--- config.mk ---
export PLATFORM = sky130hd
export DESIGN_NAME = hmq_ram
export DESIGN_NICKNAME = d
export VERILOG_FILES = /design/src/sv/hmq_pkg.sv /design/src/sv/hmq_ram.sv
export SDC_FILE = /design/constraint.sdc
export NUM_CORES = 2
export LEC_CHECK = 0
export BUFFER_PORTS_ARGS = -buffer_cell sky130_fd_sc_hd__buf_4
export CAP_MARGIN = 20
export CORE_MARGIN = 2
export CORE_UTILIZATION = 40
export CTS_CLUSTER_DIAMETER = 60
export DETAILED_ROUTE_END_ITERATION = 10
export PLACE_DENSITY_LB_ADDON = 0.2
export SLEW_MARGIN = 20
export SYNTH_ARGS = -nofsm -noshare
export SYNTH_HDL_FRONTEND = slang
export SYNTH_SLANG_ARGS = --single-unit
export TNS_END_PERCENT = 100
--- constraint.sdc ---
create_clock -name clock -period 4.97 [get_ports clock]
set_input_delay 0.994 -clock clock [delete_from_list [all_inputs] [get_ports clock]]
set_output_delay 0.994 -clock clock [all_outputs]
set_load 0.02 [all_outputs]
--- src/sv/hmq_pkg.sv ---
// ----------------------------------------------------------------------------
// hmq_pkg: shared types for the binary min-heap queue
// Request, response and heap entry layouts, plus operation and status codes.
// ----------------------------------------------------------------------------
package hmq_pkg;

   localparam int KEY_W = 32;
   localparam int TAG_W = 16;
   localparam int OCC_W = 7;

   // Operation carried by a request transaction
   typedef enum logic [0:0] {
      FUNC_INSERT = 1'b0,
      FUNC_POP    = 1'b1
   } func_type;

   // Outcome reported with each response transaction
   typedef enum logic [1:0] {
      ST_INSERTED  = 2'd0,
      ST_POPPED    = 2'd1,
      ST_POP_EMPTY = 2'd2,
      ST_DROP_FULL = 2'd3
   } status_type;

   typedef struct packed {
      func_type           func;
      logic [KEY_W-1:0]   key;
      logic [TAG_W-1:0]   tag;
   } req_type;

   typedef struct packed {
      logic [KEY_W-1:0]   out_key;
      logic [TAG_W-1:0]   out_tag;
      status_type         status;
      logic [OCC_W-1:0]   occupancy;
   } rsp_type;

   // One slot of heap storage
   typedef struct packed {
      logic [KEY_W-1:0]   key;
      logic [TAG_W-1:0]   tag;
   } entry_type;

endpackage

--- src/sv/hmq_ram.sv ---
// ----------------------------------------------------------------------------
// hmq_ram: heap entry storage
// One write port and two read ports with registered read data.
// ----------------------------------------------------------------------------
module hmq_ram
   import hmq_pkg::*;
#(
   parameter int DEPTH = 64
) (
   input  logic                       clock,
   input  logic                       wr_en,
   input  logic [$clog2(DEPTH)-1:0]   wr_addr,
   input  entry_type                  wr_data,
   input  logic [$clog2(DEPTH)-1:0]   rd_addr0,
   input  logic [$clog2(DEPTH)-1:0]   rd_addr1,
   output entry_type                  rd_data0,
   output entry_type                  rd_data1
);

   entry_type mem [DEPTH];

   // Write one entry per cycle
   always_ff @(posedge clock) begin
      if (wr_en) begin
         mem[wr_addr] <= wr_data;
      end
   end

   // Register both read ports
   always_ff @(posedge clock) begin
      rd_data0 <= mem[rd_addr0];
      rd_data1 <= mem[rd_addr1];
   end

endmodule

==> out/results.txt <==
Final Hold Vio Count = 0
flop2flop setup slack = 2380 ps
die width = 598 µm
WP data arrival = 4540 ps
hold-fix buffers at CTS = 0
Area Overhead vs Synth = 15.6%
die area = 0.357 mm²
M2 GR Usage = 46.3%
GRT busiest layer = met2
worst hold-check path type = input pin to register
Slew HR = 15.2%
post-CTS sizing = 0
Starting DRT DRC Count = 14181
max cap viols = 0
Post-CTS Setup Inserts = 0
Synth warnings = 0
nets@finish = 7257
fmax = 265 MHz
reg2reg start = mem[25][38]
largest net degree at the start of global routing = 101
DRC = 0
sequential area share after synthesis = 66.8%
Final Power = 0.0620 W
Root Driver = clkbuf_16
library cells used by synthesis = 48
Synth Register Bits = 3168
Reg area = 0.0942 mm²
initial antenna violation count = 60
Syn Area/Cell = 20.9 µm²
Finish-stage setup viols = 0
ys flop type = edfxtp_1
RSZ-0062 raised after global routing = no
vias in the first global route = 83872
Fin Setup TNS = 0 ps
Num CTS Buffers = 348
outcome = finished clean
worst r2r path cells = 4
first-pass GRT wire length = 748000 µm
Final ANT Viol Nets = 0
Clock Latency Late Sink = 970 ps
post-route minimum period = 3770 ps
crit-path cells = buf_4 > nand2b_4 > buf_4 > o22ai_1 > nor4_1 > o22a_1
M3 GR Usage = 8.21%
vias per inst = 7.08
Lkg Pwr = 50.6 nW
routability cong. = 0.886
number of synthesized flops with an enable pin = 3072
slew at the pin with the worst max-slew slack = 1260 ps
Synthesized Nets = 6806
Reg clk slew, reported paths = 60 ps
Min-Delay Endpoint = mem[2][26]
crit path max fanout = 22
Global Route Usage Sum = 31.1%
I/O pin cnt = 164
clock sink count = 3168
Synth Cell Area = 0.141 mm²
Top cell by count, worst path = buf_4
Remaining Overflow, GRT = 0
Crit path depth = 6
worst path required time = 5740 ps
via count = 85813
commonest non-fill, non-tap cell in the layout = edfxtp_1
Post-Synthesis Cells = 6738
First-pass DRT Iterations = 6
area of the multi-input gates = 0.0449 mm²
worst hold start = wr_data[26]
Filler cells = 28750
CP peak stage delay = 1060 ps
Post-synth ARST share = 0%
delay-heaviest family, CP = simple AND/OR/NAND/NOR gates
buffers and inverters on the worst path = 2
worst slack, placed = 379 ps
grt met1 use = 41.8%
hold depth = 1
crit start category = input pin
DR WL/cell = 46.2 µm
CTS tree = yes
Die Y-Extent = 598 µm
Initial Util = 40.3%
maximum VDD drop = 0.000283 V
pwr/cell area = 381 mW/mm²
Port Buffers = 163
H-tree levels = 5
crit path kind = input pin to register
CP Capture Type = register
clk_skew = 35.6 ps
share of cells above drive strength 1 = 38.2%
commonest cells after routing, fill and taps aside = 3072 x edfxtp_1, 1535 x mux4_2, 532 x buf_4, 355 x clkbuf_16, 336 x o22ai_1
slowest CP cell = nor4_1
period utilization = 75.8%
row count = 217
Core Area = 0.350 mm²
Routed Wire Length = 560000 µm
Slew Limit Fails = 0
Reg2Reg Capture Point = rd_data1[38]
Final Util = 46.6%
Clock Tree Buf Depth = 4
post-DP HPWL = 343000 µm
fin worst setup slack = 1200 ps
[metal layers]
layer / routed length, µm / share of wire, %
met5: 138 / 0.025
met4: 35700 / 6.4
met3: 72400 / 13
met2: 250000 / 45
met1: 202000 / 36
[report_power, final]
group / internal [W] / switching [W]
clock network: 0.0155 / 0.0113
registers: 0.0296 / 0.000316
logic: 0.00200 / 0.00327
[worst max-delay path by stage]
stage	start	endpoint	slack (ps)
after global placement	rd_addr1[4]	rd_data1[1]	200
final	rd_addr1[4]	rd_data1[38]	1200
after CTS	rd_addr1[1]	rd_data1[12]	1410
after floorplan	wr_addr[5]	mem[39][0]	630
after detailed placement	rd_addr1[1]	rd_data1[12]	380
after global routing	rd_addr1[4]	rd_data1[38]	1520
[state kept, by name, indices dropped and copies added (netlist names)]
register	cells
mem	3072
rd_data1	48
rd_data0	48
[cells in the mapped netlist (9+ instances only)]
cell type	count	area, µm²
nand3_1	26	130
o21a_1	13	97.6
nand2b_1	24	150
a21oi_1	71	355
a311oi_1	17	149
nand2_1	113	424
nor2b_1	45	282
mux2_2	13	146
a211oi_1	29	218
nor2_1	140	526
o22a_1	29	254
mux4_2	1535	34600
o221ai_1	73	639
dfxtp_1	96	1920
nor3_1	58	290
and2_1	9	56.3
nor4_1	38	238
buf_1	55	206
clkbuf_1	254	953
nand3b_1	9	67.6
a221oi_1	63	552
o21ai_1	12	60.1
buf_4	78	586
buf_2	156	781
a22oi_1	95	713
mux2i_1	56	561
a31oi_1	31	194
o21ai_0	44	220
edfxtp_1	3072	92200
a22o_1	88	771
o22ai_1	336	2100
[per-stage QoR]
stage	instance area [µm²]	hold WS, ps	instances
finish	163000	548	12124
global route	163000	567	12108
CTS	163000	504	12083
detailed placement	151000	846	11438
global placement	151000	851	11433
floorplan	141000	785	6738
[layout make-up]
class	instances	area share [%]
tap	4599	3.53
timing repair buffer	653	3.93
inverter	1	0.00307
antenna	41	0.0629
clock inverter	213	1.43
sequential	3168	57.8
multi-input combinational	3017	27.5
clock buffer	432	5.74
[logic make-up (layout without fill, tap and decap cells)]
group / count (synthesis) / count (layout) / synth area share, %
other: 0 / 41 / 0
flip-flops: 3168 / 3168 / 66.8
AO/OA/AOI/OAI: 923 / 923 / 4.62
AND/OR/NAND/NOR: 490 / 490 / 1.67
buffers and inverters: 553 / 1299 / 1.86
multiplexers: 1604 / 1604 / 25.0
No activity file was read; power rests on OpenSTA's default activity.
