File: config.mk
export PLATFORM = sky130hd
export DESIGN_NAME = hmq_seq
export DESIGN_NICKNAME = d
export VERILOG_FILES = /design/src/sv/hmq_pkg.sv /design/src/sv/hmq_seq.sv
export SDC_FILE = /design/constraint.sdc
export NUM_CORES = 1
export LEC_CHECK = 0
export ABC_AREA = 1
export BUFFER_PORTS_ARGS = -buffer_cell sky130_fd_sc_hd__buf_2
export CORE_ASPECT_RATIO = 0.9
export CORE_UTILIZATION = 35
export CTS_BUF_LIST = sky130_fd_sc_hd__clkbuf_4 sky130_fd_sc_hd__clkbuf_8
export DETAILED_ROUTE_END_ITERATION = 7
export HOLD_SLACK_MARGIN = 0.08
export MAX_ROUTING_LAYER = met4
export PLACE_DENSITY = 0.61
export SETUP_SLACK_MARGIN = 0.02
export SLEW_MARGIN = 20
export SYNTH_ARGS = -nofsm -noshare
export SYNTH_HDL_FRONTEND = slang
export SYNTH_SLANG_ARGS = --single-unit
File: constraint.sdc
create_clock -name clock -period 21.3 [get_ports clock]
set_clock_uncertainty 0.2 [all_clocks]
set_input_delay 0 -clock clock [delete_from_list [all_inputs] [get_ports clock]]
set_output_delay 0 -clock clock [all_outputs]
set_load 0.005 [all_outputs]
File: src/sv/hmq_pkg.sv
// ----------------------------------------------------------------------------
// hmq_pkg: shared types for the binary min-heap queue
// Request, response and heap entry layouts, plus operation and status codes.
// ----------------------------------------------------------------------------
package hmq_pkg;

   localparam int KEY_W = 32;
   localparam int TAG_W = 16;
   localparam int OCC_W = 7;

   // Operation carried by a request transaction
   typedef enum logic [0:0] {
      FUNC_INSERT = 1'b0,
      FUNC_POP    = 1'b1
   } func_type;

   // Outcome reported with each response transaction
   typedef enum logic [1:0] {
      ST_INSERTED  = 2'd0,
      ST_POPPED    = 2'd1,
      ST_POP_EMPTY = 2'd2,
      ST_DROP_FULL = 2'd3
   } status_type;

   typedef struct packed {
      func_type           func;
      logic [KEY_W-1:0]   key;
      logic [TAG_W-1:0]   tag;
   } req_type;

   typedef struct packed {
      logic [KEY_W-1:0]   out_key;
      logic [TAG_W-1:0]   out_tag;
      status_type         status;
      logic [OCC_W-1:0]   occupancy;
   } rsp_type;

   // One slot of heap storage
   typedef struct packed {
      logic [KEY_W-1:0]   key;
      logic [TAG_W-1:0]   tag;
   } entry_type;

endpackage

File: src/sv/hmq_seq.sv
// ----------------------------------------------------------------------------
// hmq_seq: heap sequencer with shared key comparator
// Walks sift-up on insert and sift-down on pop, one comparison per cycle,
// keeping the moving entry in a register and filling the hole behind it.
// ----------------------------------------------------------------------------
module hmq_seq
   import hmq_pkg::*;
#(
   parameter int DEPTH = 64
) (
   input  logic                       clock,
   input  logic                       reset,
   input  logic                       req_valid,
   output logic                       req_ready,
   input  req_type                    req_payload,
   output logic                       res_valid,
   input  logic                       res_ready,
   output rsp_type                    res,
   output logic                       wr_en,
   output logic [$clog2(DEPTH)-1:0]   wr_addr,
   output entry_type                  wr_data,
   output logic [$clog2(DEPTH)-1:0]   rd_addr0,
   output logic [$clog2(DEPTH)-1:0]   rd_addr1,
   input  entry_type                  rd_data0,
   input  entry_type                  rd_data1
);

   localparam int AW = $clog2(DEPTH);
   localparam int CW = $clog2(DEPTH + 1);
   localparam int IW = AW + 1;

   typedef enum logic [2:0] {
      S_IDLE,
      S_UP,
      S_LOAD,
      S_PICK,
      S_SWAP,
      S_DONE
   } state_type;

   state_type          state_ff,   state_in;
   logic [CW-1:0]      count_ff,   count_in;
   logic [AW-1:0]      pos_ff,     pos_in;
   entry_type          cur_ff,     cur_in;
   entry_type          pick_ff,    pick_in;
   logic [AW-1:0]      pidx_ff,    pidx_in;
   logic [KEY_W-1:0]   okey_ff,    okey_in;
   logic [TAG_W-1:0]   otag_ff,    otag_in;
   status_type         status_ff,  status_in;
   logic               wfin_ff,    wfin_in;

   logic [KEY_W-1:0]   cmp_a;
   logic [KEY_W-1:0]   cmp_b;
   logic               cmp_lt;
   logic [IW-1:0]      count_w;
   logic [IW-1:0]      lc_w;
   logic [IW-1:0]      rc_w;
   logic [IW-1:0]      nlc_w;
   logic [AW-1:0]      parent;

   // Shared key comparator
   assign cmp_lt  = cmp_a < cmp_b;

   assign count_w = IW'(count_ff);
   assign lc_w    = {pos_ff, 1'b1};
   assign rc_w    = lc_w + 1'b1;
   assign nlc_w   = {pidx_ff, 1'b1};
   assign parent  = (pos_ff - 1'b1) >> 1;

   assign req_ready = (state_ff == S_IDLE);
   assign res_valid = (state_ff == S_DONE);
   assign res       = '{out_key:   okey_ff,
                        out_tag:   otag_ff,
                        status:    status_ff,
                        occupancy: OCC_W'(count_ff)};

   // Sequence one transaction through the heap
   always_comb begin
      state_in  = state_ff;
      count_in  = count_ff;
      pos_in    = pos_ff;
      cur_in    = cur_ff;
      pick_in   = pick_ff;
      pidx_in   = pidx_ff;
      okey_in   = okey_ff;
      otag_in   = otag_ff;
      status_in = status_ff;
      wfin_in   = wfin_ff;
      wr_en     = 1'b0;
      wr_addr   = pos_ff;
      wr_data   = cur_ff;
      rd_addr0  = '0;
      rd_addr1  = '0;
      cmp_a     = '0;
      cmp_b     = '0;

      case (state_ff)
         S_IDLE: begin
            if (req_valid) begin
               okey_in = '0;
               otag_in = '0;
               if (req_payload.func == FUNC_INSERT) begin
                  if (count_w == IW'(DEPTH)) begin
                     status_in = ST_DROP_FULL;
                     wfin_in   = 1'b0;
                     state_in  = S_DONE;
                  end else begin
                     status_in = ST_INSERTED;
                     cur_in    = '{key: req_payload.key, tag: req_payload.tag};
                     pos_in    = AW'(count_ff);
                     count_in  = count_ff + 1'b1;
                     if (count_ff == '0) begin
                        wfin_in  = 1'b1;
                        state_in = S_DONE;
                     end else begin
                        rd_addr0 = AW'((count_ff - 1'b1) >> 1);
                        state_in = S_UP;
                     end
                  end
               end else begin
                  if (count_ff == '0) begin
                     status_in = ST_POP_EMPTY;
                     wfin_in   = 1'b0;
                     state_in  = S_DONE;
                  end else begin
                     status_in = ST_POPPED;
                     rd_addr0  = '0;
                     rd_addr1  = AW'(count_ff - 1'b1);
                     count_in  = count_ff - 1'b1;
                     state_in  = S_LOAD;
                  end
               end
            end
         end

         // Parent in rd_data0: move it down while the new key is smaller
         S_UP: begin
            cmp_a = cur_ff.key;
            cmp_b = rd_data0.key;
            if (cmp_lt) begin
               wr_en   = 1'b1;
               wr_addr = pos_ff;
               wr_data = rd_data0;
               pos_in  = parent;
               if (parent == '0) begin
                  wfin_in  = 1'b1;
                  state_in = S_DONE;
               end else begin
                  rd_addr0 = (parent - 1'b1) >> 1;
               end
            end else begin
               wfin_in  = 1'b1;
               state_in = S_DONE;
            end
         end

         // Root and last entry arrive; start the walk down from the root
         S_LOAD: begin
            okey_in = rd_data0.key;
            otag_in = rd_data0.tag;
            cur_in  = rd_data1;
            pos_in  = '0;
            if (count_ff == '0) begin
               wfin_in  = 1'b0;
               state_in = S_DONE;
            end else if (count_w == IW'(1)) begin
               wfin_in  = 1'b1;
               state_in = S_DONE;
            end else begin
               rd_addr0 = AW'(1);
               rd_addr1 = AW'(2);
               state_in = S_PICK;
            end
         end

         // Choose the smaller child, left on ties
         S_PICK: begin
            cmp_a = rd_data1.key;
            cmp_b = rd_data0.key;
            if ((rc_w < count_w) && cmp_lt) begin
               pick_in = rd_data1;
               pidx_in = AW'(rc_w);
            end else begin
               pick_in = rd_data0;
               pidx_in = AW'(lc_w);
            end
            state_in = S_SWAP;
         end

         // Lift the child while the moving key is strictly greater
         S_SWAP: begin
            cmp_a = pick_ff.key;
            cmp_b = cur_ff.key;
            if (cmp_lt) begin
               wr_en   = 1'b1;
               wr_addr = pos_ff;
               wr_data = pick_ff;
               pos_in  = pidx_ff;
               if (nlc_w >= count_w) begin
                  wfin_in  = 1'b1;
                  state_in = S_DONE;
               end else begin
                  rd_addr0 = AW'(nlc_w);
                  rd_addr1 = AW'(nlc_w + 1'b1);
                  state_in = S_PICK;
               end
            end else begin
               wfin_in  = 1'b1;
               state_in = S_DONE;
            end
         end

         // Drop the moving entry into its hole and hand off the result
         S_DONE: begin
            wr_en   = wfin_ff;
            wr_addr = pos_ff;
            wr_data = cur_ff;
            if (res_ready) begin
               state_in = S_IDLE;
            end
         end

         default: begin
            state_in = S_IDLE;
         end
      endcase
   end

   // Hold state, count and registered result fields
   always_ff @(posedge clock) begin
      pos_ff    <= pos_in;
      cur_ff    <= cur_in;
      pick_ff   <= pick_in;
      pidx_ff   <= pidx_in;
      okey_ff   <= okey_in;
      otag_ff   <= otag_in;
      status_ff <= status_in;
      wfin_ff   <= wfin_in;
      if (reset) begin
         state_ff <= S_IDLE;
         count_ff <= '0;
      end else begin
         state_ff <= state_in;
         count_ff <= count_in;
      end
   end

   a_count_bound: assert property (@(posedge clock) disable iff (reset)
      count_ff <= CW'(DEPTH))
      else $error("entry count above capacity");

   a_write_in_heap: assert property (@(posedge clock) disable iff (reset)
      wr_en |-> (IW'(wr_addr) < count_w))
      else $error("write outside occupied heap");

   a_full_drop: assert property (@(posedge clock) disable iff (reset)
      (res_valid && (res.status == ST_DROP_FULL)) |-> (count_ff == CW'(DEPTH)))
      else $error("insert dropped while not full");

   a_empty_pop: assert property (@(posedge clock) disable iff (reset)
      (res_valid && (res.status == ST_POP_EMPTY)) |-> (count_ff == '0))
      else $error("empty pop reported with entries held");

   a_busy_after_accept: assert property (@(posedge clock) disable iff (reset)
      (req_valid && req_ready) |=> !req_ready)
      else $error("sequencer idle right after accepting a transaction");

endmodule

==> summary.md, run 1 <==
| Metric | Value |
|---|---|
| Cell taking the most area after synthesis | `edfxtp_1` |
| Row count | `61` |
| R2r setup slk | `around 15,000 ps` |
| Sequential Area | `4970 sq um` |
| Total grt overflow | `0` |
| Cell repeated most along the worst path | `nand2_2` |
| CP peak stage delay | `roughly 700 ps` |
| Overall Power | `roughly 2.3 mW` |
| Net Count, Synth | `about 1.6k` |
| Vias per std cell | `5.10` |
| Root Driver | `clkbuf_8` |
| Die X | `around 190 um` |
| Area share of fa/ha/maj cells after synthesis | `0.0570` |
| Crit-path cells | `nor2_2 > nand2_2 > inv_2 > buf_4 > nand2_1 > o221ai_1 > ha_1 > nand4_1 > nor3_1 > and3_1 > nand2_2 > nand2_2 > buf_4 > nand2_4 > nand2_1 > nor2_1 > a21boi_1 > buf_2` |
| Initial Utilization | `0.355` |
| Asr flop ratio synth | `0` |
| Peak supply drop | `between 100 and 150 uV` |
| Overall Global Routing Usage | `0.244` |
| Final ANT Viol Nets | `0` |
| Leak | `just over 7 nW` |
| Post-synthesis sequential area ratio | `0.453` |
| Mux share of post-synthesis cell area | `0` |
| First-pass GRT wire length | `just under 60,000 um` |
| PortBufs | `around 270` |
| Clk slew on worst S/H paths | `110 ps` |
| Max-Cap Viols | `0` |
| Worst-path fanout max | `67` |
| Critical Path AT | `a little over 6000 ps` |
| Xor and xnor area share after synthesis | `0.0144` |
| WL final | `~38,000 um` |
| Setup TNS | `0 ps` |
| H-tree depth | `4` |
| Mapped cell area | `roughly 11,000 sq um` |
| TritonCTS clock tree | `built` |
| GPL Wtd Cong | `just under 0.9` |
| CP Class | `reg -> out` |
| Die Span Y | `170 um` |
| Worst EP required | `~21,000 ps` |
| CTS Buffer Depth | `2` |
| Clock Latency Late Sink | `~460 ps` |
| Area of the multi-input gates | `4790 sq um` |
| Warnings from Yosys | `0` |
| Slew Limit Fails | `0` |
| WHS Path Cells | `3` |
| Most common cell in the netlist | `nand2_1` |
| Vias in the first global route | `10.9k` |
| Fmax | `~160 MHz` |
| Worst Hold Launch | `reset` |
| Die Area | `between 30,000 and 40,000 sq um` |
| CTS sink count | `169` |
| Worst-case reg-to-reg path depth | `18` |
| TritonRoute pass-1 iters | `6` |
| Initial antenna violation count | `2` |
| Critical path launch point type | `flop` |
| Power Dens Cells | `~150 nW/um^2` |
| Fillers | `between 3k and 4k` |
| Largest family of logic cells by synthesized area | `simple AND/OR/NAND/NOR gates` |
| Final setup viols | `0` |
| CTS buffer count | `17` |
| DR iter-0 viols | `around 890` |
| Post-Syn Instances | `roughly 1.4k` |
| Worst r2r src | `state_ff[0]` |
| Core Box Area | `between 30,000 and 40,000 sq um` |
| Ports | `~280` |
| Post-synth EDFFs | `about 160` |
| Detailed Place HPWL | `~25,000 um` |
| Hold Path Sink | `count_ff[5]` |
| Slew @ Worst Pin | `approximately 1100 ps` |
| Detailed-route via count | `11.4k` |
| Top cells by count, synth | `nand2_1 (296), inv_1 (234), edfxtp_1 (159)` |
| Post-cts sizing count | `0` |
| Avg WL per Cell | `17.2 um` |
| Area grow syn2layout | `36.8%` |
| Status | `completed` |
| Min Clock Period, post-route | `6320 ps` |
| Compound-Gate Fraction of Synth Area | `0.174` |
| Synth unique cells | `42` |
| Final hold violations | `0` |
| Post-Synth Simple-Gate Area | `0.187` |
| Syn Area/Cell | `between 7 and 8 sq um` |
| Slew headroom | `0.297` |
| RR Endpoint | `pick_ff[45]` |
| RSZ-0062 raised after global routing | `no` |
| Largest net degree at the start of global routing | `between 100 and 150` |
| Number of synthesized register bits | `between 150 and 200` |
| Share of cells above drive strength 1 | `0.189` |
| DR DRC count | `0` |
| Main synth FF type | `edfxtp_1` |
| Synth top area share | `0.435` |
| CP endpoint kind | `output pin` |
| HP Class | `in -> reg` |
| Fin nets | `around 2k` |
| Area contributors post-synth | `edfxtp_1 (43%), nand2_1 (10%), inv_1 (8.0%)` |
| Slowest CP cell | `inv_2` |
| Part of the cycle the worst path needs | `0.297` |
critical path: cells and delay by family (launching register included):
family                     cells  cell delay, ps
AOI/OAI and AO/OA              2             400
DFF                            1             370
adders and majority gates      1             210
buffers and inverters          4            1990
and+or+nand+nor               11            2660
state kept, by name (all words and copies together) (netlist names):
name,count
cur_ff,48
pick_ff,48
okey_ff,32
otag_ff,16
count_ff,7
pidx_ff,6
pos_ff,6
state_ff,3
status_ff,2
wfin_ff,1
power breakdown:
part | switching, mW | leakage, nW | total [mW] | internal, mW
clock | 0.136 | 0.201 | 0.243 | 0.107
sequential | 0.0391 | 1.58 | 0.548 | 0.509
combinational | 0.909 | 5.40 | 1.47 | 0.560
per-stage QoR:
stage / worst slack [ps] / hold slack (ps) / cell area (sq um) / cells / util
2_1_floorplan: 13740 / -131 / 11000 / 1383 / -
3_3_place_gp: 15520 / 86.0 / 12600 / 2001 / 0.408
3_5_place_dp: 15470 / 86.7 / 12600 / 2001 / 0.408
4_1_cts: 14930 / 123 / 15000 / 2232 / 0.485
5_1_grt: 14560 / 153 / 15000 / 2234 / 0.486
6_report: 14980 / 160 / 15000 / 2234 / 0.486
cell families (layout without fill, tap and decap cells):
| logic type | after synthesis | in the layout |
|---|---|---|
| simple gates | 510 | 510 |
| compound gates | 321 | 321 |
| buf+inv | 315 | 755 |
| flops | 169 | 169 |
| fa+ha+maj | 50 | 50 |
| xor+xnor | 18 | 18 |
| other cells | 0 | 2 |
layer usage:
metal  GRT usage  vias up  wire length [um]  part of all wire
li1            -     5502                 -                 -
met1       0.316     5264             16800              0.44
met2       0.385      579             17600              0.46
met3      0.0382       50              3070             0.080
met4      0.0915        0               998             0.026
met5           -        -                 0                 0
layout by cell type (no fill, tap or decap), drive strengths merged, types with 8 or more instances in the layout:
master	instances
nand2	301
buf	284
inv	245
dlygate4sd3	199
edfxtp	159
o21ai	158
nor2	126
nand3	62
a21oi	57
ha	50
o221ai	40
o22ai	36
clkbuf	17
xor2	13
dfxtp	10
nand4	9
nor3	8
area by class of cell:
| class | count | share of cell area |
|---|---|---|
| Multi-Input combinational cell | 899 | 0.319 |
| Timing Repair Buffer | 483 | 0.229 |
| Antenna cell | 2 | 0.000333 |
| Clock buffer | 17 | 0.0156 |
| Tap cell | 409 | 0.0341 |
| Sequential cell | 169 | 0.331 |
| Clock inverter | 15 | 0.0108 |
| Inverter | 240 | 0.0601 |
how the worst max path moves through the flow:
stage / depth (start not counted) / start / end / slack, ps
final: 18 / state_ff[0] / wr_data[18] / 14980
after CTS: 17 / state_ff[2] / pick_ff[9] / 14930
after floorplan: 14 / state_ff[0] / pos_ff[0] / 13740
after global routing: 17 / state_ff[2] / wr_data[18] / 14560
after global placement: 18 / state_ff[0] / wr_data[18] / 15520
after detailed placement: 17 / state_ff[0] / pidx_ff[3] / 15470
timing repair:
action                    in CTS  in global routing
buffers inserted               0                  0
hold endpoints to repair     159                  0
hold buffers                 199                  0
Power figures use the tool's default switching activity.
==> run 2, diff against run 1 <==
Settings changed: PLACE_DENSITY 0.61 to 0.64.
Clock period 21.3 ns to 5.72 ns, I/O delays scaled along.
==> summary.md, run 2 (synthesis gave the netlist of run 1 again) <==
| Metric | Value |
|---|---|
| Status | `completed` |
| Worst-path fanout max | `67` |
| Final ANT Viol Nets | `0` |
| TritonRoute pass-1 iters | `5` |
| Power Dens Cells | `~560 nW/um^2` |
| Leak | `7.25 nW` |
| Biggest regs | `cur_ff x48, pick_ff x48, okey_ff x32` |
| DR iter-0 viols | `approximately 1.1k` |
| Initial antenna violation count | `0` |
| RSZ-0062 raised after global routing | `no` |
| Core Box Area | `30,900 sq um` |
| Peak supply drop | `about 630 uV` |
| Fin nets | `between 2k and 2.5k` |
| First-pass GRT wire length | `between 50,000 and 60,000 um` |
| Detailed Place HPWL | `approximately 26,000 um` |
| Final std cells w/o fill | `around 2.2k` |
| Row count | `about 60` |
| DR DRC count | `0` |
| Slew headroom | `0.261` |
| TritonCTS clock tree | `built` |
| Detailed-route via count | `between 10k and 15k` |
| Root Driver | `clkbuf_8` |
| CTS buffer count | `17` |
| CP Class | `reg -> out` |
| GPL Wtd Cong | `0.919` |
| RR Endpoint | `pick_ff[1]` |
| WHS Path Cells | `3` |
| Part of the cycle the worst path needs | `0.935` |
| Worst EP required | `approximately 5500 ps` |
| R2r setup slk | `around 460 ps` |
| Initial Utilization | `0.355` |
| CP peak stage delay | `a little under 600 ps` |
| Min Clock Period, post-route | `about 5300 ps` |
| Slew Limit Fails | `0` |
| Critical path launch point type | `flop` |
| PnR worst setup slack | `about 370 ps` |
| Critical Path AT | `about 5200 ps` |
| Final setup viols | `0` |
| PortBufs | `about 270` |
| Slowest CP cell | `buf_4` |
| Max-Cap Viols | `0` |
| Largest net degree at the start of global routing | `102` |
| Ports | `roughly 280` |
| Final hold violations | `0` |
| Post-CTS setup buffers | `0` |
| CP endpoint kind | `output pin` |
| Share of cells above drive strength 1 | `0.193` |
| Clk slew on worst S/H paths | `roughly 110 ps` |
| Setup TNS | `0 ps` |
| Fmax | `between 150 and 200 MHz` |
| Clock Latency Late Sink | `470 ps` |
| CTS sink count | `169` |
| Cell total after placement | `2,012` |
| Area grow syn2layout | `37.6%` |
| Avg WL per Cell | `between 15 and 20 um` |
| Crit-path cells | `inv_2 > nor2_1 > inv_1 > buf_4 > o22ai_1 > inv_1 > ha_1 > nand4_1 > nor3_1 > and3_1 > nand2_2 > nand2_2 > buf_4 > nand2_4 > nand2_1 > nor2_1 > a21boi_1 > buf_2` |
| CTS Buffer Depth | `2` |
| HP Class | `in -> reg` |
| Vias per std cell | `around 5` |
| Die Span Y | `roughly 170 um` |
| Slew @ Worst Pin | `roughly 1100 ps` |
| Worst r2r src | `state_ff[2]` |
| Worst Hold Launch | `reset` |
| Vias in the first global route | `~11k` |
| WL final | `roughly 39,000 um` |
| Most frequent cells in the layout | `nand2_1 (295), buf_2 (274), inv_1 (232), dlygate4sd3_1 (198), edfxtp_1 (159)` |
| H-tree depth | `4` |
| Total grt overflow | `0` |
| Worst slack, placed | `just under 900 ps` |
| Die Area | `roughly 32,000 sq um` |
| Overall Global Routing Usage | `0.247` |
| Hold Path Sink | `count_ff[5]` |
| Die X | `roughly 190 um` |
| Worst-case reg-to-reg path depth | `19` |
| Commonest non-fill, non-tap cell in the layout | `nand2_1` |
run 2: worst max-delay path: cells and delay by family, from the launching register on:
kind | cells | cell delay [ps]
AND/OR/NAND/NOR | 9 | 1970
buffers and inverters | 6 | 1620
flip-flops | 1 | 450
adder cells (fa/ha/maj) | 1 | 310
AO/OA/AOI/OAI | 2 | 300
run 2: repair_timing:
item,4_1_cts,5_1_grt
resized for setup,0,2
endpoints found under the setup margin,0,19
hold buffers,198,0
hold endpoints to repair,159,0
run 2: layout make-up:
class                      count  area, sq um
fill                        2978        15800
sequential                   169         4970
multi-input combinational    899         4790
timing repair buffer         493         3520
inverter                     240          906
tap                          409          512
clock buffer                  17          234
clock inverter                15          171
antenna                        1         2.50
run 2: through the flow:
stage / util / hold slack [ps] / power [mW] / cell area, sq um
detailed placement: 0.411 / 80.9 / 6.93 / 12700
floorplan: - / -131 / 5.26 / 11000
global placement: 0.411 / 85.1 / 6.85 / 12700
CTS: 0.489 / 125 / 8.48 / 15100
global route: 0.489 / 142 / 9.23 / 15100
finish: 0.489 / 144 / 8.52 / 15100
run 2: power breakdown:
group / switching, mW / internal, mW
Combinational: 3.40 / 2.15
Sequential: 0.152 / 1.90
Clock: 0.545 / 0.372
run 2: routing by layer:
layer,vias to the layer above,part of all wire,GRT usage
li1,5511,-,-
met1,5386,0.45,0.333
met2,565,0.46,0.394
met3,47,0.080,0.0297
met4,0,0.014,0.0610
met5,-,0,-
run 2: how the worst max path moves through the flow:
stage                 from          end  slack, ps  cells past startpoint
2_1_floorplan  state_ff[0]    pos_ff[0]        810                     14
3_5_place_dp   state_ff[0]  wr_data[43]        870                     17
3_3_place_gp   state_ff[0]  wr_data[39]        950                     18
4_1_cts        state_ff[0]  wr_data[43]        340                     17
6_report       state_ff[0]  wr_data[43]        370                     18
5_1_grt        state_ff[0]  wr_data[18]         20                     18
==> run 3, diff against run 2 <==
Settings changed: CORE_UTILIZATION 35 to 50, PLACE_DENSITY 0.64 to 0.84.
==> summary.md, run 3 (synthesis gave the netlist of run 1 again) <==
| Metric | Value |
|---|---|
| H-tree depth | `4` |
| Fin nets | `~2.0k` |
| CP Depth | `22` |
| Overall Power | `about 8 mW` |
| Slew Limit Fails | `0` |
| Initial antenna violation count | `0` |
| Vias per std cell | `about 5.8` |
| CP startpoint | `state_ff[0]` |
| Vias in the first global route | `around 12k` |
| CTS buffer count | `17` |
| CP Class | `reg -> reg` |
| Slowest CP cell | `dlygate4sd3_1` |
| Commonest non-fill, non-tap cell in the layout | `nand2_1` |
| WL final | `about 40,000 um` |
| Total grt overflow | `0` |
| Initial Utilization | `0.509` |
| Area grow syn2layout | `36.0%` |
| CTS sink count | `about 170` |
| Setup TNS | `0 ps` |
| Met2 routed WL | `between 15,000 and 20,000 um` |
| Avg WL per Cell | `roughly 19 um` |
| Clk slew on worst S/H paths | `100 ps` |
| HP Class | `in -> reg` |
| CP endpoint kind | `flop` |
| Die Span Y | `between 100 and 150 um` |
| RSZ-0062 raised after global routing | `no` |
| Final std cells w/o fill | `approximately 2.1k` |
| Detailed Place HPWL | `~24,000 um` |
| DR DRC count | `0` |
| CTS Buffer Depth | `2` |
| Final ANT Viol Nets | `0` |
| Wl on met1 | `between 10,000 and 15,000 um` |
| PortBufs | `roughly 270` |
| Slew headroom | `0.306` |
| Fmax | `approximately 190 MHz` |
| Worst r2r src | `state_ff[0]` |
| Critical Path AT | `between 5000 and 6000 ps` |
| Ports | `approximately 280` |
| RR Endpoint | `pick_ff[29]` |
| Family with the most delay on the worst path | `simple AND/OR/NAND/NOR gates` |
| Final setup viols | `0` |
| CP peak stage delay | `around 580 ps` |
| GPL Wtd Cong | `0.951` |
| First-pass GRT wire length | `about 60,000 um` |
| TritonRoute pass-1 iters | `8` |
| Core Box Area | `roughly 22,000 sq um` |
| CP Buf/Inv Count | `8` |
| Root Driver | `clkbuf_8` |
| Number of diodes | `0` |
| Biggest regs | `cur_ff x48, pick_ff x48, okey_ff x32` |
| Die Area | `between 20,000 and 25,000 sq um` |
| Crit-path cells | `inv_2 > nor2_1 > clkinvlp_4 > buf_4 > buf_4 > o22ai_1 > inv_1 > ha_1 > nand2_1 > inv_1 > nand3_1 > a31oi_1 > nor3_1 > a21boi_0 > nand2_1 > nand2_2 > nand2_2 > inv_4 > nand2_8 > nand2_1 > o21ai_1 > dlygate4sd3_1` |
| TritonCTS clock tree | `built` |
| Part of the cycle the worst path needs | `0.943` |
| R2r setup slk | `330 ps` |
| Die X | `~160 um` |
| DR iter-0 viols | `1,686` |
| Worst EP required | `around 5800 ps` |
| Leak | `between 7 and 8 nW` |
| DR top layer | `met4` |
| Slew @ Worst Pin | `1040 ps` |
| Final hold violations | `0` |
| Critical path launch point type | `flop` |
| Worst-case reg-to-reg path depth | `22` |
| Max-Cap Viols | `0` |
| Min Clock Period, post-route | `approximately 5400 ps` |
| Detailed-route via count | `approximately 12k` |
| Peak supply drop | `approximately 340 uV` |
| Most frequent cells in the layout | `nand2_1 (295), buf_2 (275), inv_1 (231), dlygate4sd3_1 (198), edfxtp_1 (159)` |
| Row count | `51` |
| Cell total after placement | `approximately 1.9k` |
| Power Dens Cells | `around 550 nW/um^2` |
| Clock Latency Late Sink | `roughly 470 ps` |
| Overall Global Routing Usage | `0.360` |
| Status | `completed` |
| Share of cells above drive strength 1 | `0.193` |
| Worst-path fanout max | `approximately 110` |
| Cell repeated most along the worst path | `nand2_1` |
| Routed length on met3 | `roughly 4700 um` |
| Largest net degree at the start of global routing | `around 110` |
| CP Capture Point | `pick_ff[29]` |
[run 3: cell types whose count changed in the layout (fill, tap and decap cells not counted), moves of 2 or more]
cell | before | now
inv_8 | 3 | 0
clkinv_1 | 1 | 4
clkinvlp_4 | 0 | 7
clkinv_8 | 2 | 0
inv_6 | 8 | 4
[run 3: timing repair]
action | in CTS | in global routing
resized for setup | 0 | 4
hold buffers | 198 | 0
endpoints found under the hold margin | 159 | 0
buffers inserted | 0 | 5
endpoints found under the setup margin | 0 | 40
[run 3: cell type report]
class | instances | area, sq um
Clock inverter | 14 | 123
Clock buffer | 18 | 241
Tap cell | 291 | 364
Inverter | 240 | 910
Fill cell | 1629 | 6640
Sequential cell | 169 | 4970
Timing Repair inverter | 1 | 7.51
Timing Repair Buffer | 494 | 3520
Multi-Input combinational cell | 899 | 4800
[run 3: worst reg2reg max path, delay by kind of cell (launching register included)]
| kind | cells | cell delay, ps |
|---|---|---|
| simple gates | 9 | 1990 |
| buf+inv | 8 | 1770 |
| compound gates | 4 | 470 |
| flops | 1 | 450 |
| fa+ha+maj | 1 | 290 |
[run 3: metal layers]
| metal | vias up | global-route usage |
|---|---|---|
| li1 | 5520 | - |
| met1 | 5617 | 0.416 |
| met2 | 970 | 0.596 |
| met3 | 133 | 0.0825 |
| met4 | 0 | 0.156 |
| met5 | - | - |
[run 3: worst min-delay path by stage]
stage,from,end,slack [ps],cells after the start
after detailed placement,req_payload[5],cur_ff[5],80,3
final,reset,state_ff[1],160,3
after global routing,reset,count_ff[5],170,3
after floorplan,reset,count_ff[6],-130,1
after global placement,req_payload[47],cur_ff[47],80,3
after CTS,reset,state_ff[1],140,3
[run 3: power breakdown]
group          leakage [nW]  internal (mW)  total [mW]  switching, mW
Clock                 0.169          0.350       0.843          0.493
Combinational          5.45           1.86        5.30           3.44
Sequential             1.58           1.90        2.05          0.154
[run 3: through the flow]
stage	utilization	hold WS [ps]	instance area [sq um]	setup WS [ps]
final	0.692	157	14900	326
after global placement	0.581	80.9	12500	740
after CTS	0.689	140	14900	28.2
after global routing	0.692	171	14900	93.5
after detailed placement	0.581	82.1	12500	485
after floorplan	-	-131	11000	809
